**config.mk**
```make
export PLATFORM = sky130hd
export DESIGN_NAME = debug_packet_receiver_flat
export DESIGN_NICKNAME = d
export VERILOG_FILES = /design/src/rtl/drx_pkg.sv /design/src/rtl/drx_if.sv /design/src/rtl/drx_framer.sv /design/src/rtl/debug_packet_receiver.sv /design/src/flat_wrapper.sv
export SDC_FILE = /design/constraint.sdc
export NUM_CORES = 1
export LEC_CHECK = 0
export BUFFER_PORTS_ARGS = -buffer_cell sky130_fd_sc_hd__buf_2
export CORE_ASPECT_RATIO = 0.9
export CORE_UTILIZATION = 46
export DETAILED_ROUTE_END_ITERATION = 8
export HOLD_SLACK_MARGIN = 0.15
export PLACE_DENSITY = 0.66
export SETUP_SLACK_MARGIN = 0.2
export SYNTH_ARGS = -nofsm -noshare
export SYNTH_HDL_FRONTEND = slang
export SYNTH_HIERARCHICAL = 1
export SYNTH_SLANG_ARGS = --single-unit
export TNS_END_PERCENT = 1
```
**constraint.sdc**
```tcl
create_clock -name clk -period 3.91 [get_ports clk]
set_input_delay 0.782 -clock clk [delete_from_list [all_inputs] [get_ports clk]]
set_output_delay 0.782 -clock clk [all_outputs]
set_load 0.1 [all_outputs]
```
**src/rtl/drx_pkg.sv**
```systemverilog
package drx_pkg;

  localparam int unsigned ByteWidth   = 8;
  localparam int unsigned LengthWidth = 16;
  localparam int unsigned KindWidth   = 3;

  localparam logic [LengthWidth-1:0] MaxBodyLengthReset = 16'd4096;

  localparam logic [ByteWidth-1:0] CharDollar = 8'h24;
  localparam logic [ByteWidth-1:0] CharHash   = 8'h23;
  localparam logic [ByteWidth-1:0] CharPlus   = 8'h2B;
  localparam logic [ByteWidth-1:0] CharMinus  = 8'h2D;

  typedef enum logic [KindWidth-1:0] {
    EV_BODY = 3'd0,
    EV_GOOD = 3'd1,
    EV_BAD  = 3'd2,
    EV_ACK  = 3'd3,
    EV_RETX = 3'd4
  } event_kind_t;

  typedef struct packed {
    logic                   emit;
    event_kind_t            kind;
    logic [ByteWidth-1:0]   body_byte;
    logic [LengthWidth-1:0] body_length;
  } drx_result_t;

endpackage

```
**src/rtl/drx_if.sv**
```systemverilog
interface drx_byte_if;
  import drx_pkg::*;

  logic                 valid;
  logic                 ready;
  logic [ByteWidth-1:0] link_byte;

  modport source (output valid, output link_byte, input ready);
  modport sink (input valid, input link_byte, output ready);
endinterface

interface drx_event_if;
  import drx_pkg::*;

  logic                   valid;
  logic                   ready;
  event_kind_t            event_kind;
  logic [ByteWidth-1:0]   body_byte;
  logic [LengthWidth-1:0] body_length;

  modport source (output valid, output event_kind, output body_byte, output body_length,
                  input ready);
  modport sink (input valid, input event_kind, input body_byte, input body_length,
                output ready);
endinterface

```
**src/rtl/drx_framer.sv**
```systemverilog
module drx_framer (
  input  logic                            clk,
  input  logic                            rst,
  input  logic                            step,
  input  logic [drx_pkg::ByteWidth-1:0]   link_byte,
  input  logic [drx_pkg::LengthWidth-1:0] max_body_length,
  output drx_pkg::drx_result_t            result
);
  import drx_pkg::*;

  typedef enum logic [1:0] {
    IDLE      = 2'd0,
    BODY      = 2'd1,
    CSUM_HIGH = 2'd2,
    CSUM_LOW  = 2'd3
  } phase_t;

  phase_t                 phase, phase_next;
  logic [ByteWidth-1:0]   running_sum, running_sum_next;
  logic [3:0]             high_nibble, high_nibble_next;
  logic [LengthWidth-1:0] length_count, length_count_next;
  logic                   error_flag, error_flag_next;
  logic [4:0]             hex;

  // Bit 4 marks a byte that is not a hex digit; the low four bits are then zero.
  function automatic logic [4:0] hex_decode(input logic [ByteWidth-1:0] c);
    logic [ByteWidth-1:0] d;
    d = 8'h00;
    if (c >= 8'h30 && c <= 8'h39) begin
      d = c - 8'h30;
      return {1'b0, d[3:0]};
    end
    if (c >= 8'h61 && c <= 8'h66) begin
      d = c - 8'h57;
      return {1'b0, d[3:0]};
    end
    if (c >= 8'h41 && c <= 8'h46) begin
      d = c - 8'h37;
      return {1'b0, d[3:0]};
    end
    return 5'b1_0000;
  endfunction

  assign hex = hex_decode(link_byte);

  always_comb begin
    phase_next        = phase;
    running_sum_next  = running_sum;
    high_nibble_next  = high_nibble;
    length_count_next = length_count;
    error_flag_next   = error_flag;
    result            = '{emit: 1'b0, kind: EV_BODY, body_byte: '0, body_length: '0};
    unique case (phase)
      IDLE: begin
        priority if (link_byte == CharPlus) begin
          result.emit = 1'b1;
          result.kind = EV_ACK;
        end else if (link_byte == CharMinus) begin
          result.emit = 1'b1;
          result.kind = EV_RETX;
        end else if (link_byte == CharDollar) begin
          phase_next        = BODY;
          running_sum_next  = '0;
          high_nibble_next  = '0;
          length_count_next = '0;
          error_flag_next   = 1'b0;
        end
      end
      BODY: begin
        priority if (link_byte == CharHash) begin
          phase_next = CSUM_HIGH;
        end else if (length_count >= max_body_length) begin
          // Bytes past the limit are dropped silently but spoil the packet.
          error_flag_next = 1'b1;
        end else begin
          running_sum_next  = running_sum + link_byte;
          length_count_next = length_count + 1'b1;
          result.emit       = 1'b1;
          result.kind       = EV_BODY;
          result.body_byte  = link_byte;
        end
      end
      CSUM_HIGH: begin
        high_nibble_next = hex[3:0];
        error_flag_next  = error_flag | hex[4];
        phase_next       = CSUM_LOW;
      end
      CSUM_LOW: begin
        phase_next         = IDLE;
        error_flag_next    = error_flag | hex[4];
        result.emit        = 1'b1;
        result.body_length = length_count;
        if (!error_flag && !hex[4] && {high_nibble, hex[3:0]} == running_sum) begin
          result.kind = EV_GOOD;
        end else begin
          result.kind = EV_BAD;
        end
      end
      default: begin
        phase_next = IDLE;
      end
    endcase
  end

  always_ff @(posedge clk) begin
    if (rst) begin
      phase        <= IDLE;
      running_sum  <= '0;
      high_nibble  <= '0;
      length_count <= '0;
      error_flag   <= 1'b0;
    end else if (step) begin
      phase        <= phase_next;
      running_sum  <= running_sum_next;
      high_nibble  <= high_nibble_next;
      length_count <= length_count_next;
      error_flag   <= error_flag_next;
    end
  end

endmodule

```
**src/rtl/debug_packet_receiver.sv**
```systemverilog
// Debugger link packet receiver. One link byte is taken per beat and at most one event
// comes out per byte, in the cycle after it is taken: acknowledge and retransmit requests
// outside a packet, each body byte of a '$' ... '#hh' packet up to the length limit, and a
// good or bad verdict with the body length once both checksum digits are in. A new byte can
// be accepted in every cycle, since the framing state updates once per accepted byte; the only
// stall is a held result in the output register, which blocks input until it is taken.
// The body length limit is written through cfg_write_enable/cfg_write_data and resets to 4096.
module debug_packet_receiver (
  input  logic                            clk,
  input  logic                            rst,
  input  logic                            cfg_write_enable,
  input  logic [drx_pkg::LengthWidth-1:0] cfg_write_data,
  drx_byte_if.sink                        link,
  drx_event_if.source                     events
);
  import drx_pkg::*;

  logic [LengthWidth-1:0] max_body_length;
  logic                   accept;
  drx_result_t            result;
  logic                   out_valid;
  event_kind_t            out_kind;
  logic [ByteWidth-1:0]   out_byte;
  logic [LengthWidth-1:0] out_length;

  assign link.ready = !out_valid || events.ready;
  assign accept     = link.valid && link.ready;

  drx_framer u_framer (
    .clk             (clk),
    .rst             (rst),
    .step            (accept),
    .link_byte       (link.link_byte),
    .max_body_length (max_body_length),
    .result          (result)
  );

  always_ff @(posedge clk) begin
    if (rst) begin
      max_body_length <= MaxBodyLengthReset;
    end else if (cfg_write_enable) begin
      max_body_length <= cfg_write_data;
    end
  end

  always_ff @(posedge clk) begin
    if (rst) begin
      out_valid <= 1'b0;
    end else if (accept) begin
      out_valid <= result.emit;
    end else if (events.ready) begin
      out_valid <= 1'b0;
    end
  end

  always_ff @(posedge clk) begin
    if (accept && result.emit) begin
      out_kind   <= result.kind;
      out_byte   <= result.body_byte;
      out_length <= result.body_length;
    end
  end

  assign events.valid       = out_valid;
  assign events.event_kind  = out_kind;
  assign events.body_byte   = out_byte;
  assign events.body_length = out_length;

endmodule

```
**src/flat_wrapper.sv**
```systemverilog
// flat-port wrapper written by rule: the top's interface ports become plain ports
module debug_packet_receiver_flat import drx_pkg::*;
  (clk, rst, cfg_write_enable, cfg_write_data, link_valid, link_link_byte, link_ready, events_valid, events_event_kind, events_body_byte, events_body_length, events_ready);
  drx_byte_if link_i ();
  drx_event_if events_i ();
  input  logic clk;
  input  logic rst;
  input  logic cfg_write_enable;
  input  logic [drx_pkg::LengthWidth-1:0] cfg_write_data;
  input wire logic [$bits(link_i.valid)-1:0] link_valid;
  input wire logic [$bits(link_i.link_byte)-1:0] link_link_byte;
  output wire logic [$bits(link_i.ready)-1:0] link_ready;
  output wire logic [$bits(events_i.valid)-1:0] events_valid;
  output wire logic [$bits(events_i.event_kind)-1:0] events_event_kind;
  output wire logic [$bits(events_i.body_byte)-1:0] events_body_byte;
  output wire logic [$bits(events_i.body_length)-1:0] events_body_length;
  input wire logic [$bits(events_i.ready)-1:0] events_ready;
  assign link_i.valid = link_valid;
  assign link_i.link_byte = link_link_byte;
  assign link_ready = link_i.ready;
  assign events_valid = events_i.valid;
  assign events_event_kind = events_i.event_kind;
  assign events_body_byte = events_i.body_byte;
  assign events_body_length = events_i.body_length;
  assign events_i.ready = events_ready;
  debug_packet_receiver u_core (.clk(clk), .rst(rst), .cfg_write_enable(cfg_write_enable), .cfg_write_data(cfg_write_data), .link(link_i), .events(events_i));
endmodule
```
* Word-level counts from Yosys, hierarchy flattened *
Index checks and enable logic that the tools add are counted.

cells by class
  $lt $le $gt $ge = 7
  add/sub/neg operators = 5
  bitwise logic cells = 2
  reduce and logical (&&, ||, !) cells = 21
  eq/ne operators = 15
  multiplexer cells = 47

operators with widths
  operator                 count
  $mux W16                 5
  $mux W8                  5
  $eq A8 B6 Y1 const B     4
  $pmux W16 S2             1
  $mux W5                  6
  $mux W12                 2
  $mux W4                  5
  $add A16 B1 Y16 const B  1
  $ge A16 B16 Y1           1
  $ge A8 B7 Y1 const B     2
  $le A8 B7 Y1 const B     2
  $pmux W8 S2              1
  $ne A2 B2 Y1 const B     7
  $mux W1                  13
  $pmux W4 S3              1
  $mux W2                  5
  $reduce_and A5 Y1        2
  $add A8 B8 Y8            1
  $eq A8 B8 Y1             1
  $ge A8 B6 Y1 const B     1
  $le A8 B6 Y1 const B     1
  $pmux W2 S4              1
  $pmux W4 S2              1
  $sub A4 B3 Y4 const B    2
  15 further kinds         26

storage, ports and cells
  word-level logic and storage cells = 107
  flip-flop bits (word level) = 75
  input port bits = 29
  output and inout port bits = 29

* Longest topological paths before layout *
Gate-level depths: netlist of run 1.

  word-level depth = 15
  mapped depth = 11
  gate-level depth less buffers = 10

* By module *
The synthesis of run 1 kept the hierarchy.

modules (own cells, without submodules)
  module                 seq. area each (µm²)  area each (µm²)  cells each  times used
  drx_framer             620.6                 2653.8           335         1
  debug_packet_receiver  1151.1                1441.4           85          1

* Least setup slack after synthesis of run 1 *
Ideal clock, no wire load.

  path kind = flip-flop to flip-flop
  from = reg u_core.u_framer.length_count[6]
  to = reg u_core.out_byte[0] (netlist: u_core/events.body_byte[0]) (enable)
  cell stages (with the launch flop) = 10
  data arrival time = 3142 ps
  clock period less this slack = 3556 ps
  data required time = 3496 ps
  setup time = 414 ps
  path buffers = 0
  setup slack = 354 ps
  cell sequence = dfxtp_1 ha_1 a21o_1 a2111oi_0 o21ai_1 a31oi_4 nand2_1 a21oi_1 nand2_1 nor2b_1

RTL lines
  item                    line                         RTL
  start, declared         drx_framer.sv:21             logic [LengthWidth-1:0] length_count, length_count_next;
  start signal, assigned  drx_framer.sv:116            length_count <= length_count_next;
  end signal, assigned    debug_packet_receiver.sv:59  out_byte <= result.body_byte;
  end, declared           debug_packet_receiver.sv:23  logic [ByteWidth-1:0] out_byte;

==> flow_metrics.tcl, run 1 <==
set metrics [dict create \
    maxCapViolations 0 \
    max_freq_mhz 322.0 \
    arrival_ps 3120 \
    cts.sinks 75 \
    grt_max_degree 37 \
    crit_buf_inv 1 \
    cp-end-kind "register" \
    finalPower_mw 1.527 \
    synth_ff_type "dfxtp_1" \
    synth-warning-count 6 \
    ant_nets 0 \
    rows 32 \
    layout_worst_path_cycle_share 0.7943 \
    syn-num-nets 482 \
    boundaryPins 58 \
    drtIter0Drc 175 \
    hold_ws_ps 495.6 \
    antenna_found_initial 0 \
    syn_area_mm2 0.004095 \
    die_x_um 101.5 \
    rsz0062_at_grt "no" \
    cp_cell_sequence "ha_1 > a21o_1 > a2111oi_0 > o21ai_1 > a31oi_4 > nand2_1 > a21oi_1 > nand2_1 > nor2b_2 > buf_4" \
    drt-total-wl_mm 8.539 \
    gr-total-overflow 0 \
    crit_fanout 27 \
    clock_latency_ps 350 \
    vias_per_cell 5.339 \
    port_buffers 57 \
    diodes 0 \
    synth_top_area_frac 0.2346 \
    setup_tns_ps 0 \
    vias 3214 \
    synthCells 420 \
    seq_area_frac_synth 0.4326 \
    synth_seq_cells 75 \
    cp_top_family "compound AO/OA/AOI/OAI gates" \
    crit_path_top_delay_cell "dfxtp_1" \
    power_leakage_nw 1.926 \
    drc 0 \
    setup_viol 0 \
    timing.rr.start "u_core/u_framer/length_count[6]" \
    period_needed_ps 3106 \
    grt_pass1_vias 2958 \
    drive_above_1_share 0.1718 \
    cts_tree "built" \
    relSlewSlack 0.5319 \
    setup.worst_path.start "u_core/u_framer/length_count[6]" \
    h-tree-depth 3 \
    syn_to_final_growth_pct 13.99 \
    yosysUniqueCellTypes 58 \
    postCtsSetupBuffers 0 \
    synth_most_common_cell "dfxtp_1" \
    routabilityCongestion 0.8891 \
    cts-root-buf "clkbuf_8" \
    synth_edf_count 27 \
    cpMostUsedCell "nand2_1" \
    cp.required_ps 3930 \
    grt_pass1_wl_mm 14.41 \
    hp-class "register to register" \
    nFillCells 807 \
    clockBufferDepth 2 \
    start_kind "register" \
    cts_inserted_buffers 9 \
    clock_skew_ps 10.44 \
    power_density_mw_per_mm2 327.1 \
    critPathKind "register to register" \
    cp_slowest_stage_delay_ps 500 \
    wl_per_cell_um 14.18 \
    start_util 0.4757 \
    status "completed" \
    synth_common_cells "48 x dfxtp_1, 38 x nor2_1, 32 x ha_1" \
    worstHoldStart "u_core/max_body_length[3]" \
    tightest_slew_ps 702.2 \
    synth_area_leader_cell "dfxtp_1" \
    dieArea_mm2 0.009284 \
    dp_hpwl_mm 6.310 \
    drt_first_pass_iters 4 \
    post_synth.cell_area_avg_um2 9.750 \
    async_flop_share 0 \
    die_h_um 91.51 \
    core-area_mm2 0.008608 \
    hold_buffers 0 \
    cts.reportedPaths.clkPinSlew_ps 80 \
    max-vdd-ir-drop_v 0.0001338 \
    hold_viol 0 \
    yosys-top-cells-area "dfxtp_1 23%, edfxtp_1 20%, ha_1 9.8%" \
    report.final.slew_viol_count 0 \
    grt_use_total 0.2019 \
    fin_nets 540 \
    cts.repair.resized 0 \
]
==> power breakdown <==
part / switching, mW / total [mW] / internal, mW / leakage, nW
Clock: 0.302 / 0.601 / 0.299 / 0.0979
Combinational: 0.0664 / 0.108 / 0.0417 / 1.17
Sequential: 0.00519 / 0.818 / 0.813 / 0.661
Total: 0.374 / 1.53 / 1.15 / 1.93
==> layer usage <==
layer	up-vias	share of wire	global-route usage
met5	-	0	0
met4	0	0.0067	0.06159
met3	4	0.047	0.04465
met2	80	0.43	0.2999
met1	1494	0.51	0.2900
li1	1636	-	-
==> metrics by stage <==
| stage | util | instances | worst slack (ps) | area (um^2) |
|---|---|---|---|---|
| detailed placement | 0.5190 | 586 | 759.1 | 4468 |
| global placement | 0.5190 | 586 | 807.9 | 4468 |
| finish | 0.5423 | 602 | 804.4 | 4668 |
| floorplan | - | 420 | 353.7 | 4095 |
| CTS | 0.5423 | 602 | 807.3 | 4668 |
| global route | 0.5423 | 602 | 541.4 | 4668 |
==> cells in the final DEF, fill, tap and decap left out, types with 6 or more instances in the layout <==
cell type,netlist,final
buf_2,5,57
dfxtp_1,48,48
nor2_1,38,38
ha_1,32,32
a21oi_1,31,31
inv_1,28,28
edfxtp_1,27,27
and2_1,23,23
nand2_1,22,22
mux2i_1,21,21
nand3_1,11,11
clkbuf_8,0,9
or3_1,9,9
nand4_1,8,8
nor3_1,8,8
or4_1,8,8
o31ai_1,8,8
o21ai_1,7,7
xnor2_1,7,7
nand2b_1,6,6
o21ai_0,6,6
xor2_1,6,6
==> path summary, 6_finish.rpt <==
path | endpoint | slack [ps] | cells past startpoint
setup / recovery | u_core/events.body_length[2] | 800 | 10
hold / removal | u_core/max_body_length[3] | 500 | 2
setup reg to reg | u_core/events.body_length[2] | 800 | 10
hold reg to reg | u_core/max_body_length[3] | 500 | 2
==> final cells by class <==
type / count / area (um^2) / area share
multi-input combinational: 303 / 2131 / 0.4564
sequential: 75 / 1772 / 0.3795
timing repair buffer: 60 / 307.8 / 0.06593
tap: 119 / 148.9 / 0.03189
clock buffer: 9 / 123.9 / 0.02653
inverter: 29 / 108.9 / 0.02332
clock inverter: 7 / 76.32 / 0.01635
==> worst register-to-register path: stages (launching register included) <==
cell and delay, ps:
dfxtp_1 500, ha_1 310, a21o_1 210, a2111oi_0 380, o21ai_1 180, a31oi_4 320
nand2_1 160, a21oi_1 180, nand2_1 100, nor2b_2 110, buf_4 320
==> cells by family (layout without fill, tap and decap cells) <==
family          Yosys count  in the layout  share of synthesized area
simple gates            152            152                     0.1962
compound gates           84             84                     0.1418
flops                    75             75                     0.4326
buf+inv                  42            105                    0.04766
fa+ha+maj                33             33                     0.1027
mux                      21             21                    0.05133
xor+xnor                 13             13                    0.02780
==> registers in the layout, indices dropped and copies added (netlist names) <==
signal,flops
u_core/u_framer/phase,2
u_core/events.event_kind,3
u_core/events.body_length,16
u_core/events.body_byte,8
u_core/u_framer/error_flag,1
u_core/u_framer/length_count,16
u_core/u_framer/running_sum,8
u_core/u_framer/high_nibble,4
u_core/events.valid,1
u_core/max_body_length,16
Note: power is estimated with default switching activity, not from simulation.
==> run 2: changes to the inputs <==
--- a/config.mk
+++ b/config.mk
@@ -10,7 +10,7 @@
 export CORE_UTILIZATION = 46
 export DETAILED_ROUTE_END_ITERATION = 8
 export HOLD_SLACK_MARGIN = 0.15
-export PLACE_DENSITY = 0.66
+export PLACE_DENSITY = 0.69
 export SETUP_SLACK_MARGIN = 0.2
 export SYNTH_ARGS = -nofsm -noshare
 export SYNTH_HDL_FRONTEND = slang
==> constraint.sdc (replaced) <==
create_clock -name clk -period 2.8 [get_ports clk]
set_input_delay 0.56 -clock clk [delete_from_list [all_inputs] [get_ports clk]]
set_output_delay 0.56 -clock clk [all_outputs]
set_load 0.1 [all_outputs]
==> flow_metrics.tcl, run 2 (same netlist as run 1, synthesis figures left out) <==
set metrics [dict create \
    hold_buffers 0 \
    dp.cells 602 \
    hold_ws_ps 419.3 \
    start_util 0.4757 \
    clock_latency_ps 350 \
    cts.reportedPaths.clkPinSlew_ps 80 \
    setup_viol 0 \
    final_cell_mix "57 x buf_2, 45 x dfxtp_1, 38 x nor2_1" \
    layout_worst_path_cycle_share 0.9392 \
    drt-total-wl_mm 8.994 \
    report.final.slew_viol_count 0 \
    power_density_mw_per_mm2 457.8 \
    start_kind "register" \
    power_leakage_nw 2.064 \
    max_freq_mhz 380.3 \
    drt_first_pass_iters 5 \
    drc 0 \
    arrival_ps 2910 \
    final_common_cell "buf_2" \
    fin_nets 557 \
    placed_area_mm2 0.004649 \
    clock_skew_ps 7.124 \
    max-vdd-ir-drop_v 0.0003121 \
    core-area_mm2 0.008608 \
    grt_pass1_vias 3215 \
    drtIter0Drc 192 \
    cts-root-buf "clkbuf_8" \
    fin_ws_ps 170.2 \
    maxCapViolations 0 \
    tightest_slew_ps 642.5 \
    port_buffers 57 \
    syn_to_final_growth_pct 20.53 \
    grt_pass1_wl_mm 14.86 \
    cts_tree "built" \
    diodes 0 \
    cts_inserted_buffers 9 \
    final_core_util 0.5734 \
    cp.required_ps 3080 \
    dp_hpwl_mm 6.630 \
    status "completed" \
    grt_use_total 0.2060 \
    finalPower_mw 2.260 \
    routabilityCongestion 0.8349 \
    place_ws_ps -56.29 \
    crit_fanout 24 \
    drive_above_1_share 0.2320 \
    critPathKind "register to register" \
    setup_tns_ps 0 \
    vias 3396 \
    relSlewSlack 0.5717 \
    gr-total-overflow 0 \
    wl_per_cell_um 14.53 \
    clockBufferDepth 2 \
    rows 32 \
    ant_nets 0 \
    cts.sinks 75 \
    hp-class "input pin to register" \
    postLayoutCellArea_mm2 0.004936 \
    h-tree-depth 3 \
    period_needed_ps 2630 \
    dieArea_mm2 0.009284 \
    grt_max_degree 32 \
    instances_no_fill 619 \
    vias_per_cell 5.486 \
    rsz0062_at_grt "yes" \
    boundaryPins 58 \
    cp-end-kind "register" \
    die_h_um 91.51 \
    nFillCells 763 \
    die_x_um 101.5 \
    hold_viol 0 \
    antenna_found_initial 0 \
]
[run 2: where the power goes]
group | leakage (nW) | switching (mW) | internal [mW] | total, mW
sequential | 0.662 | 0.00742 | 1.13 | 1.14
clock | 0.117 | 0.403 | 0.554 | 0.957
combinational | 1.28 | 0.0966 | 0.0635 | 0.160
[run 2: critical path, cell delays in order (launching register included)]
cell      delay [ps]
dfxtp_1          340
inv_1             50
ha_1             320
a211oi_2         220
o21ai_0          130
a41o_1           280
a31oi_4          250
a21oi_2          120
buf_12           180
or4b_1           500
a21oi_1          150
[run 2: cell type report]
cell class	instances	area, um^2	area share
repair buffers	77	460.4	0.09328
flip-flops and latches	75	1775	0.3597
clock buffers	10	148.9	0.03016
inverters	29	108.9	0.02205
clock inverters	6	86.33	0.01749
multi-input cells	303	2207	0.4471
well taps	119	148.9	0.03016
[run 2: worst paths after layout]
path	startpoint	endpoint	slack [ps]	depth (start not counted)
max	u_core/max_body_length[13]	u_core/u_framer/length_count[10]	170	10
min	cfg_write_data[12]	u_core/max_body_length[12]	420	2
max reg2reg	u_core/max_body_length[13]	u_core/u_framer/length_count[10]	170	10
min reg2reg	u_core/max_body_length[10]	u_core/max_body_length[10]	490	2
[run 2: metal layers]
layer  wire, um  part of all wire  GRT usage  vias up
met1       4461              0.50     0.2887     1603
met5          0                 0          0        -
met3        431             0.048    0.03464       21
met2       3868              0.43     0.3061      105
met4        233             0.026    0.09783        0
li1           -                 -          -     1667
[run 2: repair_timing]
item                                    4_1_cts  5_1_grt
setup buffers                                 1        0
gates cloned                                  0        0
pin swaps                                     3        1
endpoints found under the setup margin       41       47
gates resized for setup                       6        4
